<file path="config.mk">
export PLATFORM = sky130hd
export DESIGN_NAME = wav_header_stream_parser_top
export DESIGN_NICKNAME = d
export VERILOG_FILES = /design/src/design/wavhsp_pkg.sv /design/src/design/wav_header_stream_parser_top.sv /design/src/design/wavhsp_in_reg.sv /design/src/design/wavhsp_parse.sv /design/src/design/wavhsp_out_reg.sv
export SDC_FILE = /design/constraint.sdc
export NUM_CORES = 1
export LEC_CHECK = 0
export BUFFER_PORTS_ARGS = -buffer_cell sky130_fd_sc_hd__buf_4
export CAP_MARGIN = 25
export CORE_ASPECT_RATIO = 0.9
export CORE_MARGIN = 8
export CORE_UTILIZATION = 51
export DETAILED_ROUTE_END_ITERATION = 12
export PLACE_DENSITY = 0.77
export SYNTH_ARGS = -nofsm -noshare
export SYNTH_HDL_FRONTEND = slang
export SYNTH_SLANG_ARGS = --single-unit
</file>
<file path="constraint.sdc">
create_clock -name clk_i -period 8.5 [get_ports clk_i]
set_clock_uncertainty 0.2 [all_clocks]
set_input_delay 1.7 -clock clk_i [delete_from_list [all_inputs] [get_ports clk_i]]
set_output_delay 1.7 -clock clk_i [all_outputs]
set_load 0.02 [all_outputs]
</file>
<file path="src/design/wavhsp_pkg.sv">
// Shared types, codes and constants for the WAV header stream parser.
// No dependencies; every other design file refers to it by scoped names.
`timescale 1ns / 1ps

package wavhsp_pkg;

  // Byte offsets only matter up to the minimum file length, so the offset
  // counter is narrow and saturates well above the last offset it is compared with.
  localparam int unsigned OFF_W = 6;
  localparam logic [OFF_W-1:0] OFF_MAX          = {OFF_W{1'b1}};
  localparam logic [OFF_W-1:0] OFF_RIFF_END     = OFF_W'(3);
  localparam logic [OFF_W-1:0] OFF_FMT_SIZE_END = OFF_W'(19);
  localparam logic [OFF_W-1:0] OFF_TAG_LO       = OFF_W'(20);
  localparam logic [OFF_W-1:0] OFF_TAG_HI       = OFF_W'(21);
  localparam logic [OFF_W-1:0] OFF_CH_LO        = OFF_W'(22);
  localparam logic [OFF_W-1:0] OFF_CH_HI        = OFF_W'(23);
  localparam logic [OFF_W-1:0] OFF_RATE_B0      = OFF_W'(24);
  localparam logic [OFF_W-1:0] OFF_RATE_B1      = OFF_W'(25);
  localparam logic [OFF_W-1:0] OFF_RATE_B2      = OFF_W'(26);
  localparam logic [OFF_W-1:0] OFF_RATE_B3      = OFF_W'(27);
  localparam logic [OFF_W-1:0] OFF_BITS_LO      = OFF_W'(34);
  localparam logic [OFF_W-1:0] OFF_BITS_HI      = OFF_W'(35);
  // A file whose last byte sits below this offset is shorter than 46 bytes.
  localparam logic [OFF_W-1:0] OFF_MIN_LAST     = OFF_W'(45);

  localparam logic [31:0] TAG_RIFF       = 32'h4646_4952;
  localparam logic [31:0] TAG_DATA       = 32'h6174_6164;
  localparam logic [15:0] PCM_TAG        = 16'd1;
  localparam logic [31:0] ID_SIZE_BYTES  = 32'd4;

  localparam int unsigned OUT_DATA_BITS = 90;
  localparam int unsigned OUT_TDATA_W   = 96;

  typedef enum logic [8:0] {
    PH_HEAD     = 9'b0_0000_0001,
    PH_FMTBODY  = 9'b0_0000_0010,
    PH_CHUNKID  = 9'b0_0000_0100,
    PH_DATASIZE = 9'b0_0000_1000,
    PH_SKIPSIZE = 9'b0_0001_0000,
    PH_SKIPBODY = 9'b0_0010_0000,
    PH_AUDIO    = 9'b0_0100_0000,
    PH_TRAIL    = 9'b0_1000_0000,
    PH_ERR      = 9'b1_0000_0000
  } phase_e;

  typedef enum logic [3:0] {
    KIND_HEADER    = 4'd0,
    KIND_FMT_READY = 4'd1,
    KIND_AUDIO     = 4'd2,
    KIND_TRAILING  = 4'd3,
    KIND_NOT_RIFF  = 4'd4,
    KIND_NOT_PCM   = 4'd5,
    KIND_BAD_WIDTH = 4'd6,
    KIND_TOO_SHORT = 4'd7,
    KIND_IGNORED   = 4'd8
  } kind_e;

  typedef enum logic [1:0] {
    FMT_U8    = 2'd0,
    FMT_S16LE = 2'd1,
    FMT_S32LE = 2'd2
  } fmt_e;

  typedef struct packed {
    logic [7:0] file_byte;
    logic       end_of_file;
  } in_item_t;

  // Input register contents as seen by the parser.
  typedef struct packed {
    logic     valid;
    in_item_t item;
  } stage_t;

  typedef struct packed {
    kind_e       kind;
    logic [7:0]  audio_byte;
    fmt_e        pcm_format;
    logic [31:0] sample_rate;
    logic [15:0] channel_count;
    logic [31:0] declared_data_size;
    logic        file_done;
  } result_t;

  function automatic logic width_ok(input logic [15:0] bits);
    return (bits == 16'd8) || (bits == 16'd16) || (bits == 16'd32);
  endfunction

  function automatic fmt_e map_width(input logic [15:0] bits);
    fmt_e f;
    f = FMT_U8;
    if (bits == 16'd16) f = FMT_S16LE;
    else if (bits == 16'd32) f = FMT_S32LE;
    return f;
  endfunction

endpackage

</file>
<file path="src/design/wav_header_stream_parser_top.sv">
// Top level of the WAV header stream parser: stream ports and tdata packing.
// Depends on wavhsp_pkg, wavhsp_in_reg, wavhsp_parse and wavhsp_out_reg.
`timescale 1ns / 1ps

// The block parses a RIFF/WAVE file streamed in one byte per transaction and
// returns exactly one result transaction per byte, in order. It accepts one
// byte every clock cycle while the receiver keeps up, and a byte's result is
// offered from the result register after the byte passes the input register;
// the parser state between the two registers is updated once per byte. tlast on
// the input marks a file's last byte; after it the parser starts afresh on the
// next file. The header check looks for "RIFF" and PCM tag 1, captures the
// channel count, sample rate and bits per sample from their fixed offsets,
// skips unknown chunks by their declared size (no pad byte), reports the
// format when the data chunk header completes, then passes up to the declared
// number of audio bytes and marks later bytes as trailing. The first error is
// reported once and later bytes of that file come back as ignored. Either side
// may stall at any time without loss.
module wav_header_stream_parser_top (
  input  logic        clk_i,
  input  logic        rst_ni,
  input  logic        s_axis_tvalid,
  output logic        s_axis_tready,
  // [7:0] file_byte
  input  logic [7:0]  s_axis_tdata,
  // end_of_file
  input  logic        s_axis_tlast,
  output logic        m_axis_tvalid,
  input  logic        m_axis_tready,
  // [7:0] audio_byte, [9:8] pcm_format, [41:10] sample_rate,
  // [57:42] channel_count, [89:58] declared_data_size, [95:90] zero
  output logic [wavhsp_pkg::OUT_TDATA_W-1:0] m_axis_tdata,
  // [3:0] kind
  output logic [3:0]  m_axis_tuser,
  // file_done
  output logic        m_axis_tlast
);

  wavhsp_pkg::in_item_t in_item;
  wavhsp_pkg::stage_t   stage;
  wavhsp_pkg::result_t  result_next;
  wavhsp_pkg::result_t  result_out;
  logic                 advance;

  assign in_item.file_byte   = s_axis_tdata;
  assign in_item.end_of_file = s_axis_tlast;

  wavhsp_in_reg u_in_reg (
    .clk_i      (clk_i),
    .rst_ni     (rst_ni),
    .in_valid_i (s_axis_tvalid),
    .in_ready_o (s_axis_tready),
    .in_item_i  (in_item),
    .advance_i  (advance),
    .stage_o    (stage)
  );

  wavhsp_parse u_parse (
    .clk_i     (clk_i),
    .rst_ni    (rst_ni),
    .stage_i   (stage),
    .advance_i (advance),
    .result_o  (result_next)
  );

  wavhsp_out_reg u_out_reg (
    .clk_i       (clk_i),
    .rst_ni      (rst_ni),
    .stage_i     (stage),
    .result_i    (result_next),
    .advance_o   (advance),
    .out_valid_o (m_axis_tvalid),
    .out_ready_i (m_axis_tready),
    .result_o    (result_out)
  );

  // Fields are packed from the lowest bit up, padded with zeros to whole bytes.
  assign m_axis_tdata = {
    (wavhsp_pkg::OUT_TDATA_W - wavhsp_pkg::OUT_DATA_BITS)'(0),
    result_out.declared_data_size,
    result_out.channel_count,
    result_out.sample_rate,
    result_out.pcm_format,
    result_out.audio_byte
  };
  assign m_axis_tuser = result_out.kind;
  assign m_axis_tlast = result_out.file_done;

endmodule

</file>
<file path="src/design/wavhsp_in_reg.sv">
// Input register stage of the WAV header stream parser.
// Depends on wavhsp_pkg for the item and stage types.
`timescale 1ns / 1ps

module wavhsp_in_reg (
  input  logic                clk_i,
  input  logic                rst_ni,
  input  logic                in_valid_i,
  output logic                in_ready_o,
  input  wavhsp_pkg::in_item_t in_item_i,
  input  logic                advance_i,
  output wavhsp_pkg::stage_t  stage_o
);

  logic                 valid_q, valid_d;
  wavhsp_pkg::in_item_t item_q;
  logic                 load;

  assign in_ready_o = !valid_q || advance_i;
  assign load       = in_valid_i && in_ready_o;
  assign valid_d    = load || (valid_q && !advance_i);

  always_ff @(posedge clk_i or negedge rst_ni) begin
    if (!rst_ni) begin
      valid_q <= 1'b0;
    end else begin
      valid_q <= valid_d;
    end
  end

  always_ff @(posedge clk_i) begin
    if (load) begin
      item_q <= in_item_i;
    end
  end

  assign stage_o.valid = valid_q;
  assign stage_o.item  = item_q;

endmodule

</file>
<file path="src/design/wavhsp_parse.sv">
// Parser state and the combinational next-state and result logic.
// Depends on wavhsp_pkg for phase codes, result kinds and tag constants.
`timescale 1ns / 1ps

module wavhsp_parse (
  input  logic                clk_i,
  input  logic                rst_ni,
  input  wavhsp_pkg::stage_t  stage_i,
  input  logic                advance_i,
  output wavhsp_pkg::result_t result_o
);

  wavhsp_pkg::phase_e            phase_q, phase_d;
  logic [wavhsp_pkg::OFF_W-1:0]  off_q, off_d;
  logic [31:0]                   shift_q, shift_d;
  logic [31:0]                   chunk_q, chunk_d;
  logic [31:0]                   data_q, data_d;
  logic [31:0]                   rate_q, rate_d;
  logic [15:0]                   chan_q, chan_d;
  logic [15:0]                   bits_q, bits_d;

  logic [7:0]  b;
  logic        eof;
  logic        not_err;
  logic [31:0] chunk_dec;
  logic [31:0] data_dec;
  wavhsp_pkg::kind_e kind;
  logic [7:0]  audio;

  assign b         = stage_i.item.file_byte;
  assign eof       = stage_i.item.end_of_file;
  assign not_err   = (phase_q != wavhsp_pkg::PH_ERR);
  assign chunk_dec = chunk_q - 32'd1;
  assign data_dec  = data_q - 32'd1;
  assign shift_d   = {b, shift_q[31:8]};

  always_comb begin
    chan_d  = chan_q;
    rate_d  = rate_q;
    bits_d  = bits_q;
    phase_d = phase_q;
    chunk_d = chunk_q;
    data_d  = data_q;
    kind    = wavhsp_pkg::KIND_HEADER;
    audio   = 8'h00;

    // Fixed-offset fmt fields are captured whatever the chunk scan is doing.
    if (not_err) begin
      unique case (off_q)
        wavhsp_pkg::OFF_CH_LO:   chan_d[7:0]   = b;
        wavhsp_pkg::OFF_CH_HI:   chan_d[15:8]  = b;
        wavhsp_pkg::OFF_RATE_B0: rate_d[7:0]   = b;
        wavhsp_pkg::OFF_RATE_B1: rate_d[15:8]  = b;
        wavhsp_pkg::OFF_RATE_B2: rate_d[23:16] = b;
        wavhsp_pkg::OFF_RATE_B3: rate_d[31:24] = b;
        wavhsp_pkg::OFF_BITS_LO: bits_d[7:0]   = b;
        wavhsp_pkg::OFF_BITS_HI: bits_d[15:8]  = b;
        wavhsp_pkg::OFF_TAG_LO:  bits_d        = {8'h00, b};
        default: ;
      endcase
    end

    if (not_err && (off_q == wavhsp_pkg::OFF_TAG_HI) &&
        ((bits_d | {b, 8'h00}) != wavhsp_pkg::PCM_TAG)) begin
      kind    = wavhsp_pkg::KIND_NOT_PCM;
      phase_d = wavhsp_pkg::PH_ERR;
    end else begin
      // The tag's low byte borrowed the bits register; release it.
      if (off_q == wavhsp_pkg::OFF_TAG_HI) bits_d = 16'h0000;
      unique case (phase_q)
        wavhsp_pkg::PH_HEAD: begin
          if ((off_q == wavhsp_pkg::OFF_RIFF_END) && (shift_d != wavhsp_pkg::TAG_RIFF)) begin
            kind    = wavhsp_pkg::KIND_NOT_RIFF;
            phase_d = wavhsp_pkg::PH_ERR;
          end else if (off_q == wavhsp_pkg::OFF_FMT_SIZE_END) begin
            if (shift_d != 32'd0) begin
              chunk_d = shift_d;
              phase_d = wavhsp_pkg::PH_FMTBODY;
            end else begin
              chunk_d = wavhsp_pkg::ID_SIZE_BYTES;
              phase_d = wavhsp_pkg::PH_CHUNKID;
            end
          end
        end
        wavhsp_pkg::PH_FMTBODY, wavhsp_pkg::PH_SKIPBODY: begin
          if (chunk_dec == 32'd0) begin
            chunk_d = wavhsp_pkg::ID_SIZE_BYTES;
            phase_d = wavhsp_pkg::PH_CHUNKID;
          end else begin
            chunk_d = chunk_dec;
          end
        end
        wavhsp_pkg::PH_CHUNKID: begin
          if (chunk_dec == 32'd0) begin
            chunk_d = wavhsp_pkg::ID_SIZE_BYTES;
            phase_d = (shift_d == wavhsp_pkg::TAG_DATA) ? wavhsp_pkg::PH_DATASIZE
                                                        : wavhsp_pkg::PH_SKIPSIZE;
          end else begin
            chunk_d = chunk_dec;
          end
        end
        wavhsp_pkg::PH_SKIPSIZE: begin
          if (chunk_dec == 32'd0) begin
            if (shift_d != 32'd0) begin
              chunk_d = shift_d;
              phase_d = wavhsp_pkg::PH_SKIPBODY;
            end else begin
              chunk_d = wavhsp_pkg::ID_SIZE_BYTES;
              phase_d = wavhsp_pkg::PH_CHUNKID;
            end
          end else begin
            chunk_d = chunk_dec;
          end
        end
        wavhsp_pkg::PH_DATASIZE: begin
          if (chunk_dec == 32'd0) begin
            if (!wavhsp_pkg::width_ok(bits_d)) begin
              kind    = wavhsp_pkg::KIND_BAD_WIDTH;
              phase_d = wavhsp_pkg::PH_ERR;
            end else begin
              kind    = wavhsp_pkg::KIND_FMT_READY;
              chunk_d = shift_d;
              data_d  = shift_d;
              phase_d = (shift_d != 32'd0) ? wavhsp_pkg::PH_AUDIO : wavhsp_pkg::PH_TRAIL;
            end
          end else begin
            chunk_d = chunk_dec;
          end
        end
        wavhsp_pkg::PH_AUDIO: begin
          kind   = wavhsp_pkg::KIND_AUDIO;
          audio  = b;
          data_d = data_dec;
          if (data_dec == 32'd0) phase_d = wavhsp_pkg::PH_TRAIL;
        end
        wavhsp_pkg::PH_TRAIL: begin
          kind = wavhsp_pkg::KIND_TRAILING;
        end
        wavhsp_pkg::PH_ERR: begin
          kind = wavhsp_pkg::KIND_IGNORED;
        end
        default: begin
          kind    = wavhsp_pkg::KIND_IGNORED;
          phase_d = wavhsp_pkg::PH_ERR;
        end
      endcase
    end

    // A short file is flagged on its last byte unless an error came earlier.
    if (eof && (off_q < wavhsp_pkg::OFF_MIN_LAST) && not_err) begin
      kind  = wavhsp_pkg::KIND_TOO_SHORT;
      audio = 8'h00;
    end
  end

  assign off_d = (off_q == wavhsp_pkg::OFF_MAX) ? off_q : off_q + wavhsp_pkg::OFF_W'(1);

  assign result_o.kind               = kind;
  assign result_o.audio_byte         = audio;
  assign result_o.pcm_format         = wavhsp_pkg::map_width(bits_d);
  assign result_o.sample_rate        = rate_d;
  assign result_o.channel_count      = chan_d;
  assign result_o.declared_data_size =
      ((phase_d == wavhsp_pkg::PH_AUDIO) || (phase_d == wavhsp_pkg::PH_TRAIL)) ? chunk_d : 32'd0;
  assign result_o.file_done          = eof;

  always_ff @(posedge clk_i or negedge rst_ni) begin
    if (!rst_ni) begin
      phase_q <= wavhsp_pkg::PH_HEAD;
      off_q   <= '0;
      shift_q <= '0;
      chunk_q <= '0;
      data_q  <= '0;
      rate_q  <= '0;
      chan_q  <= '0;
      bits_q  <= '0;
    end else if (advance_i) begin
      if (eof) begin
        phase_q <= wavhsp_pkg::PH_HEAD;
        off_q   <= '0;
        shift_q <= '0;
        chunk_q <= '0;
        data_q  <= '0;
        rate_q  <= '0;
        chan_q  <= '0;
        bits_q  <= '0;
      end else begin
        phase_q <= phase_d;
        off_q   <= off_d;
        shift_q <= shift_d;
        chunk_q <= chunk_d;
        data_q  <= data_d;
        rate_q  <= rate_d;
        chan_q  <= chan_d;
        bits_q  <= bits_d;
      end
    end
  end

`ifndef SYNTHESIS
  a_eof_restarts: assert property (@(posedge clk_i) disable iff (!rst_ni)
    advance_i && eof |=> (phase_q == wavhsp_pkg::PH_HEAD) && (off_q == '0))
    else $error("parser did not restart after the end of a file");

  a_audio_has_bytes: assert property (@(posedge clk_i) disable iff (!rst_ni)
    (phase_q == wavhsp_pkg::PH_AUDIO) |-> (data_q != 32'd0))
    else $error("audio phase entered with no bytes left");

  a_err_sticky: assert property (@(posedge clk_i) disable iff (!rst_ni)
    advance_i && !eof && (phase_q == wavhsp_pkg::PH_ERR) |=> (phase_q == wavhsp_pkg::PH_ERR))
    else $error("error phase left before the end of the file");
`endif

endmodule

</file>
<file path="src/design/wavhsp_out_reg.sv">
// Result register stage of the WAV header stream parser.
// Depends on wavhsp_pkg for the stage and result types.
`timescale 1ns / 1ps

module wavhsp_out_reg (
  input  logic                clk_i,
  input  logic                rst_ni,
  input  wavhsp_pkg::stage_t  stage_i,
  input  wavhsp_pkg::result_t result_i,
  output logic                advance_o,
  output logic                out_valid_o,
  input  logic                out_ready_i,
  output wavhsp_pkg::result_t result_o
);

  logic                valid_q, valid_d;
  wavhsp_pkg::result_t result_q;

  assign advance_o = stage_i.valid && (!valid_q || out_ready_i);
  assign valid_d   = advance_o || (valid_q && !out_ready_i);

  always_ff @(posedge clk_i or negedge rst_ni) begin
    if (!rst_ni) begin
      valid_q <= 1'b0;
    end else begin
      valid_q <= valid_d;
    end
  end

  always_ff @(posedge clk_i) begin
    if (advance_o) begin
      result_q <= result_i;
    end
  end

  assign out_valid_o = valid_q;
  assign result_o    = result_q;

`ifndef SYNTHESIS
  a_audio_only_on_audio: assert property (@(posedge clk_i) disable iff (!rst_ni)
    valid_q && (result_q.kind != wavhsp_pkg::KIND_AUDIO) |-> (result_q.audio_byte == 8'h00))
    else $error("audio byte nonzero on a non-audio result");
`endif

endmodule

</file>
# [Word-level counts from Yosys, hierarchy flattened]
# Index checks and enable logic that the tools add are counted.
[totals] word_cells=152 output_inout_bits=103 register_bits=281 inputBits=13
[classes] eq_ne=37 magnitude_cmp=1 muxes=56 reduce_logical=33 bitwise_logic=2 n_addsub=3
[op_table] op="2-to-1 mux 32 bit" n=16
[op_table] op="case mux 32 bit (4 select lines)" n=1
[op_table] op="2-to-1 mux 16 bit" n=7
[op_table] op="2-to-1 mux 9 bit" n=10
[op_table] op="logical NOT 32 bit" n=2
[op_table] op="2-to-1 mux 8 bit" n=8
[op_table] op="case mux 32 bit (2 select lines)" n=1
[op_table] op="subtractor 32 x 1 -> 32 bit, second input constant" n=2
[op_table] op="case mux 9 bit (7 select lines)" n=1
[op_table] op="== test 6 x 5 -> 1 bit, second input constant" n=9
[op_table] op="== test 16 x 5 -> 1 bit, second input constant" n=2
[op_table] op="== test 16 x 6 -> 1 bit, second input constant" n=2
[op_table] op="== test 32 x 31 -> 1 bit, second input constant" n=1
[op_table] op="!= test 32 x 31 -> 1 bit, second input constant" n=1
[op_table] op="nonzero test 32 bit" n=1
[op_table] op="case mux 4 bit (5 select lines)" n=1
[op_table] op="== test 6 bit, second input constant" n=3
[op_table] op="== test 9 x 7 -> 1 bit, second input constant" n=2
[op_table] op="== test 9 x 8 -> 1 bit, second input constant" n=2
[op_table] op="2-to-1 mux 6 bit" n=3
[op_table] op="== test 16 x 4 -> 1 bit, second input constant" n=1
[op_table] op="!= test 16 x 1 -> 1 bit, second input constant" n=1
[op_table] op="bitwise OR 16 bit" n=1
[op_table] op="case mux 8 bit (2 select lines)" n=1
[op_table] op="27 further kinds" n=53

# [Logic depth before layout (Yosys ltp)]
# Gate-level depths: netlist (run 1).
[depth] word_depth=17 depth_mapped=15 ltp_nobuf=11

# [By module]
# Synthesis (run 1) repeated with hierarchy kept, for this count alone.
[hier_totals] cells_unflattened=1470 area_unflattened_um2=14894.3
[modules_own_cells] mod="wavhsp_parse" seq_area_each_um2=4180.3 n_inst=1 cells_per_inst=1350 area_each_um2=11617.4
[modules_own_cells] mod="wavhsp_out_reg" seq_area_each_um2=2877.8 n_inst=1 cells_per_inst=99 area_each_um2=2896.5
[modules_own_cells] mod="wavhsp_in_reg" seq_area_each_um2=295.3 n_inst=1 cells_per_inst=14 area_each_um2=331.6
[modules_own_cells] mod="wav_header_stream_parser_top" seq_area_each_um2=0.0 n_inst=1 cells_per_inst=7 area_each_um2=48.8

# [Least setup slack after synthesis (run 1)]
# No wires, ideal clock.
[synth_timing] path_type="in2reg" from="input m_axis_tready" to="register u_parse.bits_q[10]" stages=6 setup_slack_ns=2.202 arrival_ns=5.974 n_path_buf=1 setup_ns=0.124 t_required_ns=8.176 cell_sequence="nand2b_1 nand2_1 inv_1 clkbuf_1 o21ai_1 a22o_1"
[synth_via] elab_chain_len=2
[synth_rtl] item="from (decl)" line_no="wav_header_stream_parser_top.sv:28" text="input logic m_axis_tready,"
[synth_rtl] item="logical OR 1 bit" line_no="wavhsp_out_reg.sv:19" text="assign advance_o = stage_i.valid && (!valid_q || out_ready_i);"
[synth_rtl] item="logical AND 1 bit" line_no="wavhsp_out_reg.sv:19"
[synth_rtl] item="net advance" line_no="wav_header_stream_parser_top.sv:42" text="logic advance;"
[synth_rtl] item="to (signal assigned)" line_no="wavhsp_parse.sv:195" text="bits_q <= bits_d;"
[synth_rtl] item="to (decl)" line_no="wavhsp_parse.sv:20" text="logic [15:0] bits_q, bits_d;"
# The timed path passes the listed nets, and every way through them passes these cells.
# A chain may end at the register's enable or synchronous reset.

# [Final worst setup path (run 1)]
[layout_timing] from="input m_axis_tready" to="register u_parse.data_q[4]"
[layout_via] elab_chain_len=3
[layout_rtl] item="logical OR 1 bit" line_no="wavhsp_out_reg.sv:19"
[layout_rtl] item="logical AND 1 bit" line_no="wavhsp_out_reg.sv:19"
[layout_rtl] item="AND reduction 5 bit (no source line)"
[layout_rtl] item="to (signal assigned)" line_no="wavhsp_parse.sv:192" text="data_q <= data_d;"
[layout_rtl] item="to (decl)" line_no="wavhsp_parse.sv:17" text="logic [31:0] data_q, data_d;"
# No other way between the ends.

==> results of run 1 <==
==> critical path: stages <==
cell	delay, ns
sky130_fd_sc_hd__buf_4	0.08
sky130_fd_sc_hd__nand2b_1	0.15
sky130_fd_sc_hd__nand2_4	0.29
sky130_fd_sc_hd__inv_4	0.59
sky130_fd_sc_hd__buf_4	0.80
sky130_fd_sc_hd__nand2_1	0.66
sky130_fd_sc_hd__and3_1	0.39
sky130_fd_sc_hd__a2111oi_0	0.38
sky130_fd_sc_hd__nand2_1	0.09
==> power groups by stage <==
stage	combinational, mW	sequential [mW]	clock (mW)
final	0.803	1.53	1.27
after global routing	0.874	1.53	1.33
after CTS	0.787	1.52	1.29
after detailed placement	0.784	1.55	0
after global placement	0.774	1.55	0
after floorplan	0.536	1.53	0
==> routing by layer <==
layer / share of wire [%] / GRT usage, % / up-vias
li1: - / - / 5869
met1: 44 / 38.2 / 6400
met2: 44 / 40.1 / 722
met3: 9.3 / 4.94 / 109
met4: 3.0 / 8.17 / 0
met5: 0 / 0 / -
==> flip-flops by register name (all words and copies together), names as in the netlist <==
| signal | flops |
|---|---|
| u_out_reg.result_o | 95 |
| u_parse.chunk_q | 32 |
| u_parse.data_q | 32 |
| u_parse.rate_q | 32 |
| u_parse.shift_q | 24 |
| u_parse.bits_q | 16 |
| u_parse.chan_q | 16 |
| u_in_reg.stage_o | 9 |
| u_parse.phase_q | 9 |
| u_parse.off_q | 6 |
| u_in_reg.valid_q | 1 |
| u_out_reg.out_valid_o | 1 |
==> cell type report <==
| class | count | area (um2) |
|---|---|---|
| fill | 2473 | 11900 |
| sequential | 273 | 7350 |
| multi-input combinational | 1124 | 7080 |
| timing repair buffer | 140 | 1070 |
| clock buffer | 43 | 788 |
| tap | 396 | 495 |
| clock inverter | 11 | 141 |
| inverter | 18 | 70.1 |
==> cells by family (layout without fill, tap and decap cells) <==
group / Yosys count / after routing
AOI/OAI and AO/OA: 439 / 439
xor gates and xnor gates: 32 / 32
adders and majority gates: 9 / 9
buffers and inverters: 151 / 212
DFF: 273 / 273
muxes: 50 / 50
other: 1 / 6
and+or+nand+nor: 588 / 588
==> cell usage in the layout (no fill, tap or decap), types with 22 or more instances in the layout <==
| cell type | instances |
|---|---|
| sky130_fd_sc_hd__a21oi_1 | 91 |
| sky130_fd_sc_hd__a221o_1 | 22 |
| sky130_fd_sc_hd__a22o_1 | 66 |
| sky130_fd_sc_hd__buf_4 | 135 |
| sky130_fd_sc_hd__clkbuf_16 | 29 |
| sky130_fd_sc_hd__dfrtp_1 | 168 |
| sky130_fd_sc_hd__edfxtp_1 | 104 |
| sky130_fd_sc_hd__mux2_2 | 49 |
| sky130_fd_sc_hd__nand2_1 | 225 |
| sky130_fd_sc_hd__nand3_1 | 31 |
| sky130_fd_sc_hd__nand4_1 | 23 |
| sky130_fd_sc_hd__nor2_1 | 73 |
| sky130_fd_sc_hd__nor3_1 | 53 |
| sky130_fd_sc_hd__nor4_1 | 30 |
| sky130_fd_sc_hd__o21ai_0 | 76 |
| sky130_fd_sc_hd__o21ai_1 | 37 |
| sky130_fd_sc_hd__o31ai_1 | 28 |
==> how the worst max path moves through the flow <==
stage	startpoint	cells after the start	endpoint	slack, ns
6_report	m_axis_tready	9	u_parse.data_q[4]$_DFFE_PN0P_	3.54
3_5_place_dp	m_axis_tready	9	u_parse.data_q[4]$_DFFE_PN0P_	2.99
4_1_cts	u_parse.chunk_q[1]$_DFFE_PN0P_	10	u_out_reg.result_o[2]$_SDFFCE_PN0P_	3.53
3_3_place_gp	m_axis_tready	9	u_parse.data_q[4]$_DFFE_PN0P_	3.12
5_1_grt	m_axis_tready	9	u_parse.data_q[4]$_DFFE_PN0P_	3.26
2_1_floorplan	m_axis_tready	6	u_parse.bits_q[10]$_DFFE_PN0P_	2.20
==> results.sh, run 1 <==
export IMPL_routabilityCongestion=0.936
export IMPL_finalWorstSetupSlack_ns=3.54
export IMPL_final_core_util_pct=58.8
export IMPL_timing_rr_start="u_parse.chunk_q[1]$_DFFE_PN0P_"
export IMPL_clk_insertion_delay_late_ns=0.58
export IMPL_synth_largest_type_area_fraction_pct=28.0
export IMPL_power_frac_comb_pct=22.3
export IMPL_muxShareOfSynthArea_pct=3.74
export IMPL_mappedNetlistArea_um2=15000
export IMPL_worstRegToRegCells=12
export IMPL_vias_after_detailed_routing=13100
export IMPL_drv_max_cap_violation_count=0
export IMPL_postCtsSetupRepairBufs=0
export IMPL_accumulated_negative_setup_slack_ns=0
export IMPL_synth_lib_cells_used_distinct=85
export IMPL_final_min_period_over_clock_period_pct=58.3
export IMPL_n_antenna_cell=0
export IMPL_synth_top_family_by_area="simple AND/OR/NAND/NOR gates"
export IMPL_core_rowCount=59
export IMPL_syn_inst=1543
export IMPL_synthesis_to_finish_area_growth_pct=13.2
export IMPL_crit_required_ns=8.73
export IMPL_cts_sinks=273
export IMPL_swShare_pct=32.2
export IMPL_cellPowerDensity_nw_per_um2=212
export IMPL_drt_total_wl_um=47300
export IMPL_buffer_ports_inserted=109
export IMPL_antenna_found_initial=0
export IMPL_grt_first_pass_wirelength_um=74200
export IMPL_internal_power_mw=2.44
export IMPL_outcome="finished, final reports clean"
export IMPL_power_frac_seq_pct=42.4
export IMPL_global_route_total_overflow=0
export IMPL_num_io_pins=116
export IMPL_initial_core_util_pct=51.9
export IMPL_part_of_the_total_power_dissipated_in_the_clock_network_pct=35.3
export IMPL_ranking_of_synthesized_cells_by_instance_count="sky130_fd_sc_hd__nand2_1, sky130_fd_sc_hd__dfrtp_1, sky130_fd_sc_hd__edfxtp_1, sky130_fd_sc_hd__clkbuf_1, sky130_fd_sc_hd__a21oi_1"
export IMPL_hold_path_endpoint="u_parse.bits_q[6]$_DFFE_PN0P_"
export IMPL_maximum_number_of_pins_on_one_net_before_global_route_repair=74
export IMPL_fp_dieH_um=179
export IMPL_design_final_nets=1608
export IMPL_final_instance_count_excl_fill=2005
export IMPL_leakage_power_of_the_design_nw=6.99
export IMPL_hold_class="reg2reg"
export IMPL_synthMostInstantiatedCell="sky130_fd_sc_hd__nand2_1"
export IMPL_crit_path_start_kind="input port"
export IMPL_via_count_normalized_by_instance_count=6.53
export IMPL_synth_edff_count=104
export IMPL_worst_slew_margin_rel_pct=34.6
export IMPL_syn_avg_cell_area_um2=9.74
export IMPL_synth_yosys_seq_area_share_pct=48.9
export IMPL_detailedRoute_firstPassIterationCount=6
export IMPL_worst_hold_slack_ns=0.301
export IMPL_synth_compound_area_share_pct=20.1
export IMPL_power_switching_mw=1.16
export IMPL_core_area_um2=28900
export IMPL_finalCriticalPeriod_ns=4.96
export IMPL_dp_worst_setup_slack_ns=2.99
export IMPL_crit_fanout=63
export IMPL_worst_path_clk_slew_ns=0.06
export IMPL_synth_fa_ha_area_share_pct=0.749
export IMPL_hp_start="u_parse.bits_q[6]$_DFFE_PN0P_"
export IMPL_final_hold_violation_count=0
export IMPL_post_synth_and_or_nand_nor_area_fraction_pct=20.4
export IMPL_worst_setup_path_end_kind="register"
export IMPL_die_area_um2=35200
export IMPL_synth_area_top_cells="sky130_fd_sc_hd__dfrtp_1, sky130_fd_sc_hd__edfxtp_1, sky130_fd_sc_hd__nand2_1, sky130_fd_sc_hd__a22o_1, sky130_fd_sc_hd__mux2_2"
export IMPL_detail_placement_hpwl_um=30900
export IMPL_dpl_instance_area_um2=16000
export IMPL_grt_setup_unrepaired="false"
export IMPL_timing_worst_slew_pin_value_ns=0.979
export IMPL_groute_usage_overall_pct=26.5
export IMPL_timing_final_setup_violations=0
export IMPL_h_tree_depth=1
export IMPL_yosys_warnings=0
export IMPL_drt_iter0_markers=1737
export IMPL_synth_seq_cells=273
export IMPL_power_ir_vdd_worst_mv=0.170
export IMPL_cts_hold_buffers_added=0
export IMPL_cts_root_buffer="sky130_fd_sc_hd__clkbuf_16"
export IMPL_tritoncts="done"
export IMPL_fmax_ghz=0.202
export IMPL_synth_top_flop_cell="sky130_fd_sc_hd__dfrtp_1"
export IMPL_finalInstanceArea_um2=17000
export IMPL_holdPathStages=1
export IMPL_timing_reg2reg_setup_slack_ns=3.64
export IMPL_fin_total_pwr_mw=3.60
export IMPL_slew_violations=0
export IMPL_final_antenna_net_count=0
export IMPL_drive_gt1_share_pct=16.5
export IMPL_fp_dieW_um=197
export IMPL_cts_buffers=29
export IMPL_crit_type="in2reg"
export IMPL_synth_xor_xnor_area_share_pct=1.86
export IMPL_cts_path_max_buffers=3
export IMPL_drt_drc_violations_left=0
export IMPL_critical_path_reg2reg_endpoint="u_out_reg.result_o[2]$_SDFFCE_PN0P_"
export IMPL_leading_area_contributor_after_synthesis="sky130_fd_sc_hd__dfrtp_1"
export IMPL_synth_async_reset_ratio_pct=61.9
export IMPL_cp_arrival_ns=5.19
export IMPL_post_cts_sizing_count=0
export IMPL_wl_per_cell_um=23.6
export IMPL_placedCellCount=1948
export IMPL_first_global_vias=12500
Note: power is estimated with default switching activity, not from simulation.
==> run 2: changes to the inputs <==
Clock period 8.5 ns to 5 ns, I/O delays scaled along.
==> run 2 against run 1 <==
Against the previous run:
- combinational power up 72%
- clock power grew 66%
- setup slack got worse by 3.0 ns
- critical path depth increased by 2
- sequential power grew 69%
- global-route usage shrank 0.46 points
- via count rose by 1.2%
- die area is the same
- flip-flop and latch count did not move
- count of clock-buffer cells in the layout down 6
- critical path type is now reg2reg
- highest routed layer unchanged
==> results.sh, run 2 (same netlist as run 1, synthesis figures left out) <==
export IMPL_crit_fanout=23
export IMPL_global_route_total_overflow=0
export IMPL_h_tree_depth=1
export IMPL_accumulated_negative_setup_slack_ns=0
export IMPL_cts_buffers=29
export IMPL_first_global_vias=12600
export IMPL_timing_final_setup_violations=0
export IMPL_postCtsSetupRepairBufs=0
export IMPL_worstRegToRegCells=11
export IMPL_fp_dieH_um=179
export IMPL_design_final_nets=1620
export IMPL_outcome="finished, final reports clean"
export IMPL_die_area_um2=35200
export IMPL_worst_setup_path_end_kind="register"
export IMPL_top_usage_layer="met2"
export IMPL_tritoncts="done"
export IMPL_crit_type="reg2reg"
export IMPL_wl_per_cell_um=23.1
export IMPL_worst_path_clk_slew_ns=0.07
export IMPL_detail_placement_hpwl_um=30800
export IMPL_vias_after_detailed_routing=13300
export IMPL_cts_sinks=273
export IMPL_gr_usage_met1_pct=37.8
export IMPL_core_area_um2=28900
export IMPL_crit_required_ns=5.20
export IMPL_cts_path_max_buffers=3
export IMPL_hold_class="in2async"
export IMPL_slew_violations=0
export IMPL_finalCriticalPeriod_ns=4.48
export IMPL_synthesis_to_finish_area_growth_pct=13.7
export IMPL_drt_total_wl_um=46600
export IMPL_cts_root_buffer="sky130_fd_sc_hd__clkbuf_16"
export IMPL_timing_reg2reg_setup_slack_ns=0.52
export IMPL_final_hold_violation_count=0
export IMPL_largest_register_ffs=95
export IMPL_drt_drc_violations_left=0
export IMPL_buffer_ports_inserted=109
export IMPL_finalInstanceArea_um2=17100
export IMPL_grt_use_met2_pct=39.0
export IMPL_fmax_ghz=0.223
export IMPL_detailedRoute_firstPassIterationCount=7
export IMPL_final_common_cell="sky130_fd_sc_hd__nand2_1"
export IMPL_cellPowerDensity_nw_per_um2=356
export IMPL_final_antenna_net_count=0
export IMPL_leakage_power_of_the_design_nw=7.04
export IMPL_timing_rr_start="u_parse.chunk_q[1]$_DFFE_PN0P_"
export IMPL_groute_usage_overall_pct=26.0
export IMPL_routabilityCongestion=0.938
export IMPL_critical_path_reg2reg_endpoint="u_out_reg.result_o[24]$_SDFFCE_PN0P_"
export IMPL_drv_max_cap_violation_count=0
export IMPL_dpl_instance_area_um2=16100
export IMPL_initial_core_util_pct=51.9
export IMPL_drt_iter0_markers=1619
export IMPL_final_min_period_over_clock_period_pct=89.6
export IMPL_grt_first_pass_wirelength_um=73800
export IMPL_power_ir_vdd_worst_mv=0.283
export IMPL_layout_common_cells="sky130_fd_sc_hd__nand2_1, sky130_fd_sc_hd__dfrtp_1, sky130_fd_sc_hd__buf_4"
export IMPL_fp_dieW_um=197
export IMPL_cp_arrival_ns=4.68
export IMPL_n_antenna_cell=0
export IMPL_antenna_found_initial=0
export IMPL_maximum_number_of_pins_on_one_net_before_global_route_repair=109
export IMPL_core_rowCount=59
export IMPL_via_count_normalized_by_instance_count=6.57
export IMPL_num_io_pins=116
export IMPL_post_cts_sizing_count=0
export IMPL_grt_setup_unrepaired="false"
export IMPL_use_met3_pct=4.50
export IMPL_cts_hold_buffers_added=0
export IMPL_drive_gt1_share_pct=17.7
export IMPL_clk_insertion_delay_late_ns=0.56
export IMPL_crit_path_start_kind="register"
export IMPL_timing_worst_slew_pin_value_ns=1.03
export IMPL_worst_slew_margin_rel_pct=31.4
[run 2: per-stage QoR]
step / utilization (%) / hold WS, ns / std cells / power (mW) / setup WS, ns
final: 59.0 / 0.185 / 2016 / 6.08 / 0.519
after CTS: 58.9 / 0.297 / 2014 / 6.07 / 0.610
after detailed placement: 55.7 / 0.279 / 1961 / 3.97 / 0.627
after global placement: 55.7 / 0.276 / 1961 / 3.96 / 0.719
after global routing: 59.0 / 0.216 / 2016 / 6.31 / 0.313
after floorplan: - / 0.257 / 1548 / 3.51 / 1.15
[run 2: worst max-delay path by stage]
stage,startpoint,endpoint
after floorplan,u_parse.chunk_q[0]$_DFFE_PN0P_,u_out_reg.result_o[26]$_SDFFCE_PN0P_
after detailed placement,u_parse.chunk_q[1]$_DFFE_PN0P_,u_out_reg.result_o[24]$_SDFFCE_PN0P_
final,u_parse.chunk_q[1]$_DFFE_PN0P_,u_out_reg.result_o[24]$_SDFFCE_PN0P_
after global placement,u_parse.chunk_q[1]$_DFFE_PN0P_,u_out_reg.result_o[2]$_SDFFCE_PN0P_
after global routing,u_parse.chunk_q[1]$_DFFE_PN0P_,u_out_reg.result_o[24]$_SDFFCE_PN0P_
after CTS,u_parse.chunk_q[1]$_DFFE_PN0P_,u_out_reg.result_o[24]$_SDFFCE_PN0P_
[run 2: where the power goes]
group	leakage (nW)	switching (mW)	internal, mW
registers	3.38	0.151	2.43
clock network	0.453	0.914	1.20
logic	3.21	0.894	0.484
total	7.04	1.96	4.12
[run 2: per-layer routing]
metal | up-vias | share of wire (%)
met3 | 122 | 9.7
met4 | 0 | 3.3
met5 | - | 0
met1 | 6444 | 43
met2 | 798 | 44
li1 | 5889 | -
[run 2: layout make-up]
class / count / area (um2)
inverter: 18 / 70.1
clock buffer: 37 / 776
timing repair buffer: 152 / 1160
clock inverter: 16 / 145
tap: 396 / 495
sequential: 273 / 7350
multi-input combinational: 1124 / 7080
fill: 2454 / 11900
[run 2: critical path, stage by stage (launching register included)]
cell	delay [ns]
sky130_fd_sc_hd__dfrtp_1	0.51
sky130_fd_sc_hd__inv_1	0.15
sky130_fd_sc_hd__ha_1	0.40
sky130_fd_sc_hd__or3b_1	0.56
sky130_fd_sc_hd__nor4_2	0.48
sky130_fd_sc_hd__nand4_1	0.15
sky130_fd_sc_hd__a2111o_1	0.46
sky130_fd_sc_hd__or3_1	0.48
sky130_fd_sc_hd__buf_4	0.29
sky130_fd_sc_hd__and3_1	0.17
sky130_fd_sc_hd__a211o_1	0.28
sky130_fd_sc_hd__a21oi_1	0.17
==> run 3: changes to the inputs <==
Settings changed: CORE_MARGIN 8 to default.
==> run 3 against run 2 <==
Against the previous run:
- combinational power is essentially flat
- non-clock buffer count is the same
- routed wire length shrank 2.4%
- sequential power is essentially flat
- via count grew 0.45%
- setup slack lost 0.079 ns
- count of clock-buffer cells in the layout grew 1
- largest cell class unchanged
- largest power group unchanged
==> results.sh, run 3 (same netlist as run 1, synthesis figures left out) <==
export IMPL_die_area_um2=30200
export IMPL_core_rowCount=59
export IMPL_crit_path_start_kind="register"
export IMPL_postCtsSetupRepairBufs=0
export IMPL_design_final_nets=1620
export IMPL_detail_route_wirelength_met1_um=19500
export IMPL_drt_drc_violations_left=0
export IMPL_crit_type="reg2reg"
export IMPL_fillerInstances=2453
export IMPL_final_min_period_over_clock_period_pct=91.2
export IMPL_cts_path_max_buffers=3
export IMPL_num_io_pins=116
export IMPL_cts_buffers=29
export IMPL_first_global_vias=12600
export IMPL_finalCriticalPeriod_ns=4.56
export IMPL_synthesis_to_finish_area_growth_pct=14.3
export IMPL_drv_max_cap_violation_count=0
export IMPL_routabilityCongestion=0.985
export IMPL_highest_signal_layer="met4"
export IMPL_post_cts_sizing_count=0
export IMPL_worst_slew_margin_rel_pct=43.8
export IMPL_accumulated_negative_setup_slack_ns=0
export IMPL_swShare_pct=31.9
export IMPL_grt_setup_unrepaired="false"
export IMPL_power_frac_seq_pct=41.2
export IMPL_wl_per_cell_um=22.6
export IMPL_timing_worst_slew_pin_value_ns=0.843
export IMPL_vias_after_detailed_routing=13300
export IMPL_crit_required_ns=5.22
export IMPL_final_hold_violation_count=0
export IMPL_storage_cell_area_um2=7350
export IMPL_cts_sinks=273
export IMPL_outcome="finished, final reports clean"
export IMPL_groute_usage_overall_pct=30.4
export IMPL_final_common_cell="sky130_fd_sc_hd__nand2_1"
export IMPL_slew_violations=0
export IMPL_core_area_um2=28900
export IMPL_fmax_ghz=0.219
export IMPL_cellPowerDensity_nw_per_um2=365
export IMPL_grt_first_pass_wirelength_um=71900
export IMPL_drive_gt1_share_pct=17.6
export IMPL_worst_setup_path_end_kind="register"
export IMPL_crit_fanout=23
export IMPL_detail_placement_hpwl_um=30000
export IMPL_clk_insertion_delay_late_ns=0.58
export IMPL_via_count_normalized_by_instance_count=6.60
export IMPL_maximum_number_of_pins_on_one_net_before_global_route_repair=105
export IMPL_initial_core_util_pct=51.9
export IMPL_h_tree_depth=1
export IMPL_worst_path_clk_slew_ns=0.06
export IMPL_power_frac_comb_pct=22.3
export IMPL_drt_total_wl_um=45500
export IMPL_multi_input_area_um2=7080
export IMPL_layout_common_cells="sky130_fd_sc_hd__nand2_1, sky130_fd_sc_hd__dfrtp_1, sky130_fd_sc_hd__buf_4"
export IMPL_n_antenna_cell=0
export IMPL_largest_register_ffs=95
export IMPL_drt_iter0_markers=1729
export IMPL_worst_hold_slack_ns=0.226
export IMPL_cts_root_buffer="sky130_fd_sc_hd__clkbuf_16"
export IMPL_power_switching_mw=2.00
export IMPL_part_of_the_total_power_dissipated_in_the_clock_network_pct=36.5
export IMPL_detailedRoute_firstPassIterationCount=6
export IMPL_power_ir_vdd_worst_mv=0.375
export IMPL_global_route_total_overflow=0
export IMPL_buffer_ports_inserted=109
export IMPL_fp_dieH_um=165
export IMPL_wl_met2_um=19900
export IMPL_tritoncts="done"
export IMPL_fp_dieW_um=183
export IMPL_wl_met3_um=4570
export IMPL_hold_class="in2async"
export IMPL_cts_hold_buffers_added=0
export IMPL_leakage_power_of_the_design_nw=7.07
export IMPL_antenna_found_initial=0
export IMPL_final_antenna_net_count=0
export IMPL_internal_power_mw=4.27
export IMPL_timing_final_setup_violations=0
export IMPL_cp_arrival_ns=4.78
-- run 3: cell count changes in the layout (fill, tap and decap cells not counted), sizes merged --
cell	delta
bufinv	+2
clkbuf	+1
clkinv	-3
clkinvlp	+1
-- run 3: worst paths after layout --
path                            slack [ns]  depth (start not counted)                                   end                      startpoint
worst min register to register        0.30                          1         u_parse.chan_q[4]$_DFFE_PN0P_   u_parse.chan_q[4]$_DFFE_PN0P_
min in group clk_i                    0.30                          1         u_parse.chan_q[4]$_DFFE_PN0P_   u_parse.chan_q[4]$_DFFE_PN0P_
max in group asynchronous             3.32                          2        u_parse.data_q[15]$_DFFE_PN0P_                          rst_ni
worst min-delay path                  0.23                          1       u_parse.chunk_q[27]$_DFFE_PN0P_                          rst_ni
worst max-delay path                  0.44                         11  u_out_reg.result_o[32]$_SDFFCE_PN0P_  u_parse.chunk_q[1]$_DFFE_PN0P_
worst max register to register        0.44                         11  u_out_reg.result_o[32]$_SDFFCE_PN0P_  u_parse.chunk_q[1]$_DFFE_PN0P_
-- run 3: layout make-up --
type | count | share of cell area, %
clock inverter | 16 | 1.17
clock buffer | 38 | 4.72
multi-input combinational | 1124 | 41.2
tap | 396 | 2.89
timing repair buffer | 152 | 6.74
inverter | 18 | 0.408
sequential | 273 | 42.8
-- run 3: routing by layer --
layer | up-vias | GRT usage, %
met5 | - | 0
met4 | 0 | 10.5
met3 | 112 | 6.11
met2 | 806 | 45.1
met1 | 6504 | 44.3
li1 | 5890 | -
-- run 3: power by group through the flow --
stage / Clock [mW] / Sequential, mW / Combinational, mW
2_1_floorplan: 0 / 2.60 / 0.911
3_3_place_gp: 0 / 2.62 / 1.35
3_5_place_dp: 0 / 2.62 / 1.36
4_1_cts: 2.31 / 2.58 / 1.37
5_1_grt: 2.39 / 2.59 / 1.52
6_report: 2.29 / 2.58 / 1.40
-- run 3: through the flow --
stage               instances  setup WS, ns  area, um2  total power, mW  utilization [%]
finish                   2017         0.439      17200             6.27             59.3
global route             2017         0.203      17200             6.50             59.3
CTS                      2017         0.514      17200             6.25             59.3
detailed placement       1963         0.537      16200             3.98             55.8
global placement         1963         0.719      16200             3.96             55.8
floorplan                1548          1.15      15000             3.51                -
-- run 3: worst max-delay path, stage by stage, from the launching register on --
cell and delay [ns]:
sky130_fd_sc_hd__dfrtp_1 0.52, sky130_fd_sc_hd__inv_1 0.14, sky130_fd_sc_hd__ha_1 0.42, sky130_fd_sc_hd__or3b_1 0.59
sky130_fd_sc_hd__nor4_2 0.53, sky130_fd_sc_hd__nand4_1 0.16, sky130_fd_sc_hd__a2111o_1 0.46, sky130_fd_sc_hd__or3_1 0.47
sky130_fd_sc_hd__buf_4 0.28, sky130_fd_sc_hd__and3_1 0.18, sky130_fd_sc_hd__a211o_1 0.28, sky130_fd_sc_hd__a21oi_1 0.15
